--- src/rtl/trzb_pkg.sv ---
// Shared constants, codes and controller/datapath interface types for the
// triangle rasteriser with inverse-depth buffer. No dependencies.
package trzb_pkg;

  localparam int MaxWidth  = 256;
  localparam int MaxHeight = 256;
  localparam int MemDepth  = MaxWidth * MaxHeight;
  localparam int AddrW     = $clog2(MemDepth);
  localparam int XW        = $clog2(MaxWidth);
  localparam int YW        = $clog2(MaxHeight);
  localparam int WW        = $clog2(MaxWidth + 1);
  localparam int HW        = $clog2(MaxHeight + 1);
  localparam int ProdW     = YW + WW;

  localparam int CfgW      = 9;
  localparam int CoordW    = 16;
  localparam int DepthW    = 16;
  localparam int RgbW      = 24;
  localparam int CountW    = 17;
  localparam int BoxW      = 18;
  localparam int MulOpW    = 18;
  localparam int MulW      = 2 * MulOpW;
  localparam int EdgeW     = 40;
  localparam int AreaW     = 35;
  localparam int ZProdW    = AreaW + DepthW;
  localparam int SumW      = ZProdW + 2;
  localparam int NumW      = AreaW + 24;
  localparam int DivW      = SumW + DepthW;

  typedef enum logic [1:0] {
    ReqDraw  = 2'd0,
    ReqRead  = 2'd1,
    ReqClear = 2'd2,
    ReqNone  = 2'd3
  } req_e;

  typedef enum logic [1:0] {
    StOk      = 2'd0,
    StDegen   = 2'd1,
    StOutside = 2'd2
  } status_e;

  localparam logic CfgIdxWidth  = 1'b0;
  localparam logic CfgIdxHeight = 1'b1;

  typedef enum logic [3:0] {
    SInit, SIdle, SBox, SSetup, SCheck, STest, SMulz, SDivInit, SDiv,
    SUpdate, SStep, SRead, SRdWait, SClear, SOut
  } ctrl_state_e;

  typedef struct packed {
    logic       load;
    logic       box;
    logic       setup_mul;
    logic [2:0] step;
    logic       walk_init;
    logic       pix_rd;
    logic       mulz;
    logic [1:0] zsel;
    logic       div_init;
    logic       div_step;
    logic       update;
    logic       step_pix;
    logic       rd_req;
    logic       res_read;
    logic       set_degen;
    logic       set_outside;
    logic       sweep;
    logic       sweep_ones;
  } dp_cmd_t;

  typedef struct packed {
    logic covered;
    logic area_zero;
    logic area_neg;
    logic box_empty;
    logic last_x;
    logic last_y;
    logic div_sat;
    logic outside;
    logic sweep_done;
  } dp_stat_t;

endpackage

--- src/rtl/trzb_ctrl.sv ---
// Sequencer for draw, read and clear requests; drives the datapath commands.
// Depends on trzb_pkg.
module trzb_ctrl (
  input  logic               clk_i,
  input  logic               rst_ni,
  input  logic               in_valid_i,
  output logic               in_stall_o,
  input  logic [1:0]         req_type_i,
  output logic               out_valid_o,
  input  logic               out_stall_i,
  output trzb_pkg::dp_cmd_t  cmd_o,
  input  trzb_pkg::dp_stat_t stat_i
);
  import trzb_pkg::*;

  ctrl_state_e state_q, state_d;
  logic [4:0]  cnt_q, cnt_d;

  always_ff @(posedge clk_i or negedge rst_ni) begin
    if (!rst_ni) begin
      state_q <= SInit;
      cnt_q   <= '0;
    end else begin
      state_q <= state_d;
      cnt_q   <= cnt_d;
    end
  end

  always_comb begin
    state_d     = state_q;
    cnt_d       = cnt_q;
    cmd_o       = '0;
    in_stall_o  = 1'b1;
    out_valid_o = 1'b0;
    unique case (state_q)
      SInit: begin
        cmd_o.sweep      = 1'b1;
        cmd_o.sweep_ones = 1'b1;
        if (stat_i.sweep_done) state_d = SIdle;
      end
      SIdle: begin
        in_stall_o = 1'b0;
        if (in_valid_i) begin
          cmd_o.load = 1'b1;
          unique case (req_e'(req_type_i))
            ReqDraw:  state_d = SBox;
            ReqRead:  state_d = SRead;
            ReqClear: state_d = SClear;
            ReqNone:  state_d = SOut;
            default:  state_d = SOut;
          endcase
        end
      end
      SBox: begin
        cmd_o.box = 1'b1;
        cnt_d     = '0;
        state_d   = SSetup;
      end
      SSetup: begin
        cmd_o.setup_mul = (cnt_q < 5'd8);
        cmd_o.step      = cnt_q[2:0];
        cnt_d           = cnt_q + 5'd1;
        if (cnt_q == 5'd8) state_d = SCheck;
      end
      SCheck: begin
        if (stat_i.area_zero) begin
          cmd_o.set_degen = 1'b1;
          state_d         = SOut;
        end else if (stat_i.area_neg || stat_i.box_empty) begin
          state_d = SOut;
        end else begin
          cmd_o.walk_init = 1'b1;
          state_d         = STest;
        end
      end
      STest: begin
        cnt_d = '0;
        if (stat_i.covered) begin
          cmd_o.pix_rd = 1'b1;
          state_d      = SMulz;
        end else begin
          state_d = SStep;
        end
      end
      SMulz: begin
        cmd_o.mulz = (cnt_q < 5'd3);
        cmd_o.zsel = cnt_q[1:0];
        cnt_d      = cnt_q + 5'd1;
        if (cnt_q == 5'd3) state_d = SDivInit;
      end
      SDivInit: begin
        cmd_o.div_init = 1'b1;
        cnt_d          = '0;
        state_d        = stat_i.div_sat ? SUpdate : SDiv;
      end
      SDiv: begin
        cmd_o.div_step = 1'b1;
        cnt_d          = cnt_q + 5'd1;
        if (cnt_q == 5'd15) state_d = SUpdate;
      end
      SUpdate: begin
        cmd_o.update = 1'b1;
        state_d      = SStep;
      end
      SStep: begin
        cmd_o.step_pix = 1'b1;
        state_d = (stat_i.last_x && stat_i.last_y) ? SOut : STest;
      end
      SRead: begin
        if (stat_i.outside) begin
          cmd_o.set_outside = 1'b1;
          state_d           = SOut;
        end else begin
          cmd_o.rd_req = 1'b1;
          state_d      = SRdWait;
        end
      end
      SRdWait: begin
        cmd_o.res_read = 1'b1;
        state_d        = SOut;
      end
      SClear: begin
        cmd_o.sweep = 1'b1;
        if (stat_i.sweep_done) state_d = SOut;
      end
      SOut: begin
        out_valid_o = 1'b1;
        if (!out_stall_i) state_d = SIdle;
      end
      default: state_d = SIdle;
    endcase
  end

endmodule

--- config.mk ---
export PLATFORM = sky130hd
export DESIGN_NAME = trzb_ctrl
export DESIGN_NICKNAME = d
export VERILOG_FILES = /design/src/rtl/trzb_pkg.sv /design/src/rtl/trzb_ctrl.sv
export SDC_FILE = /design/constraint.sdc
export NUM_CORES = 1
export LEC_CHECK = 0
export ABC_CLOCK_PERIOD_IN_PS = 6600
export BUFFER_PORTS_ARGS = -buffer_cell sky130_fd_sc_hd__buf_2
export CORE_ASPECT_RATIO = 1.1
export CORE_UTILIZATION = 45
export CTS_BUF_LIST = sky130_fd_sc_hd__clkbuf_8 sky130_fd_sc_hd__clkbuf_16
export DETAILED_ROUTE_END_ITERATION = 6
export PLACE_DENSITY = 0.84
export SLEW_MARGIN = 10
export SYNTH_ARGS = -nofsm -noshare
export SYNTH_HDL_FRONTEND = slang
export SYNTH_SLANG_ARGS = --single-unit
--- constraint.sdc ---
create_clock -name clk_i -period 6.6 [get_ports clk_i]
set_input_delay 1.98 -clock clk_i [delete_from_list [all_inputs] [get_ports clk_i]]
set_output_delay 1.98 -clock clk_i [all_outputs]
set_load 0.02 [all_outputs]
Word-level counts from Yosys, hierarchy flattened
Cells that the tools add are included.
{ "totals": {"regBits": 9, "inputBits": 15, "out_inout_bits": 23, "word_cells": 82} }
{ "op_classes": {"n_addsub": 1, "magnitude_cmp": 2, "eq_ne": 27, "muxes": 41, "reduce_logical": 9} }
{ "ops": {"columns": ["operator", "count"], "rows": [
  ["$pmux W4 S15", 1],
  ["$mux W4", 12],
  ["$eq A4 B4 Y1 const B", 7],
  ["$mux W1", 24],
  ["$eq A4 B3 Y1 const B", 4],
  ["$pmux W4 S4", 1],
  ["$ne A2 B2 Y1 const B", 7],
  ["$eq A5 B4 Y1 const B", 2],
  ["$pmux W5 S2", 1],
  ["$eq A4 B2 Y1 const B", 2],
  ["$reduce_and A7 Y1", 1],
  ["$reduce_or A3 Y1", 2],
  ["$add A5 B1 Y5 const B", 1],
  ["$eq A5 B2 Y1 const B", 1],
  ["$lt A5 B2 Y1 const B", 1],
  ["$lt A5 B4 Y1 const B", 1],
  ["$eq A2 B2 Y1 const B", 2],
  ["$eq A4 B1 Y1 const B", 1],
  ["$logic_not A4 Y1", 1],
  ["$mux W3", 1],
  ["$eq A2 B1 Y1 const B", 1],
  ["$logic_not A2 Y1", 1],
  ["$mux W2", 1],
  ["$reduce_bool A2 Y1", 1],
  ["other kinds (3)", 3]
]} }

Longest topological paths before layout
{ "logic_depth": {"word_depth": 4, "mapped_depth": 9, "ltp_nobuf": 8} }

Worst setup path after synthesis
OpenSTA, ideal clock, no wires.
{ "synth_timing": {"path_type": "input port to output port", "from": "in stat_i[5] in the netlist's numbering", "to": "out cmd_o[14] in the netlist's numbering", "t_arrival_ns": 3.029, "t_required_ns": 4.620, "slack_ns": 1.591, "stages": 2, "path_buffers": 0, "cell_sequence": "or3_1 -> nor4_1"} }
{ "synth_lines": {"columns": ["element", "line_no", "source"], "rows": [
  ["start, declared", "trzb_ctrl.sv:12", "input trzb_pkg::dp_stat_t stat_i"],
  ["end, declared", "trzb_ctrl.sv:11", "output trzb_pkg::dp_cmd_t cmd_o,"]
]} }

==> run metrics <==
status completed; P per Cell Area 520.3 nW/um2; Initial Utilization 48.02%; Total Routing Usage GR 23.45%; Synth area leaders dfrtp_1, nor2_1, ha_1; Routed WL 2777 um; LEAKAGE 0.0006762 uW; syn_area_per_cell 6.957 um2; max_cap viols 0; final period utilization approximately three quarters; CTS tree done; vias in the first global route 1106; met1 Resource Use GR around 28%; fmax 206.1 MHz; core area 2275 um2; Post-CTS Resized 0; Syn-to-layout area delta 19.59%; crit-path max FO 4; total CTS buffers 3; Reg2Reg Depth 5; Worst Hold Depth 1; worst slew pin tran 0.9371 ns; root buf cell clkbuf_8; largest net degree at the start of global routing 34; Worst IR Drop VDD 284.4 uV; vias per std cell 5.681; area share of the largest cell type after synthesis ~21%; sum of negative setup slack 0 ns; number of nets with antenna violations after routing 0; most common cell after layout, fill and taps aside buf_2; share of the core filled with cells a little under three fifths; Crit Path Class primary input to output pin; clock sink count 9; unrepaired setup endpoints after global routing false; Yosys warning total 0; Crit. End Element output pin; worst skew pair latency 0.23 ns; HPWL Detailed 2041 um; drc violations 0; flop-to-flop setup slack about 4.1 ns; syn_nets 178; antenna violations before repair 0; first-pass GRT wire length 4733 um; final hold violation count 0; relative slew slack approximately 38%; wire per inst 12.86 um; crit-path leading delay family simple AND/OR/NAND/NOR gates; routability cong. 0.8165; met2 Usage GRT 44.44%; Final Max Tran Viols 0; Async SR Flop Fraction 100.0%; path category of the worst min-delay check register to register; slowest stage delay, CP 0.42 ns; Clock Path Buffers 2; CTS clk-pin slew, worst paths 0.05 ns; number of enable flip-flop cells after synthesis 0; grt total ovfl 0; die height 53.68 um; # port buffers 37; antenna cells 0; Worst path slowest cell or3_1; H-tree level count 1; Synth Cell Area around 1100 um2; ratio of cells with drive above 1 in the final layout about a quarter; min Tclk post-route 4.852 ns; Reg2Reg Launch Point state_q[3]; Yosys reg bits 9; crit-path cells buf_2 -> or3_1 -> nor4_1 -> buf_2; Net count, final roughly 210; Setup-failing EPs final 0; most frequent cells in the layout buf_2, nor2_1, o21ai_0; DR vias between 1000 and 1500; Finished Cell Area about 1300 um2; die area 2629 um2; grt met3 use 1.977%; post-synthesis cell count between 150 and 200; First DRT Iteration DRCs 31; GRT Max-Usage Layer met2; crit path buf inv count 2; Detailed Routing Iterations Pass 1 4; postcts setup bufs 0; die width just under 50 um; most used flip-flop cell after synthesis dfrtp_1; skew final 0.006328 ns; CP required 4.62 ns; # hold bufs at CTS 0; crit path launch type primary input; min-delay src cnt_q[0]; IO Pins 38; register area share after synthesis about a fifth; cell mode on critical path buf_2; post-synth top area cell dfrtp_1; row count 18; CP arrival 2.87 ns; post-synth cell types 35; Worst Hold End cnt_q[0]; placed inst area 1261 um2; Worst R2R End state_q[3]
## per-layer routing
metal  wire length [um]  part of all wire [%]  vias to the layer above
met4                 27                  0.97                        0
met2               1400                    50                       45
met3                136                   4.9                        2
met5                  0                     0                        -
li1                   -                     -                      620
met1               1212                    44                      560
## logic make-up after synthesis
family / share of synthesized area [%]
compound gates: 22.91
fa+ha+maj: 6.873
buf+inv: 8.705
flops: 20.62
mux: 6.873
simple gates: 34.02
## report_power, final
part	internal, uW	total [uW]	switching (uW)	leakage [uW]
registers	83.4	199	116	0.000111
clock network	40.5	62.5	22.0	0.0000269
logic	194	418	224	0.000538
total	318	680	362	0.000676
## cell type report
cell class	count	area [um2]
clock buffer	3	41.29
clock inverter	1	3.754
fill	233	968.4
inverter	11	41.29
multi-input combinational	125	772.0
sequential	9	225.2
tap	30	37.54
timing repair buffer	37	185.2
## worst register-to-register path, delay by kind of cell, from the launching register on
kind / cells / cell delay (ns)
flops: 1 / 0.93
simple gates: 2 / 0.87
mux: 1 / 0.34
compound gates: 2 / 0.22
## cell usage after synthesis (4+ instances only)
master,number
o21ai_0,14
nand2b_1,4
a22oi_1,4
ha_1,6
dfrtp_1,9
clkbuf_1,4
nor2b_1,4
buf_2,7
and3_1,7
inv_1,11
nand3_1,4
nor2_1,21
nor3_1,10
nand2_1,11
a21oi_1,7
## worst max path at each step
stage | from | end | slack (ns) | cells past startpoint
finish | stat_i[5] | cmd_o[14] | 1.75 | 4
detailed placement | stat_i[5] | cmd_o[14] | 1.75 | 4
CTS | stat_i[5] | cmd_o[14] | 1.75 | 4
global placement | stat_i[5] | cmd_o[14] | 1.77 | 4
global route | stat_i[5] | cmd_o[14] | 1.63 | 4
floorplan | stat_i[5] | cmd_o[14] | 1.59 | 2
## flip-flops by register name, summed over array words and instances, names as in the netlist
name	count
cnt_q	5
state_q	4
## metrics by stage
stage | worst slack (ns) | hold WS [ns] | instances | total power [uW]
global placement | 1.773 | 0.5665 | 212 | 599.7
detailed placement | 1.751 | 0.5849 | 212 | 614.8
floorplan | 1.591 | 0.5227 | 157 | 523.8
global route | 1.629 | 0.6201 | 216 | 748.6
CTS | 1.754 | 0.5917 | 216 | 679.0
finish | 1.748 | 0.5853 | 216 | 679.6
No activity file was read; power rests on OpenSTA's default activity.
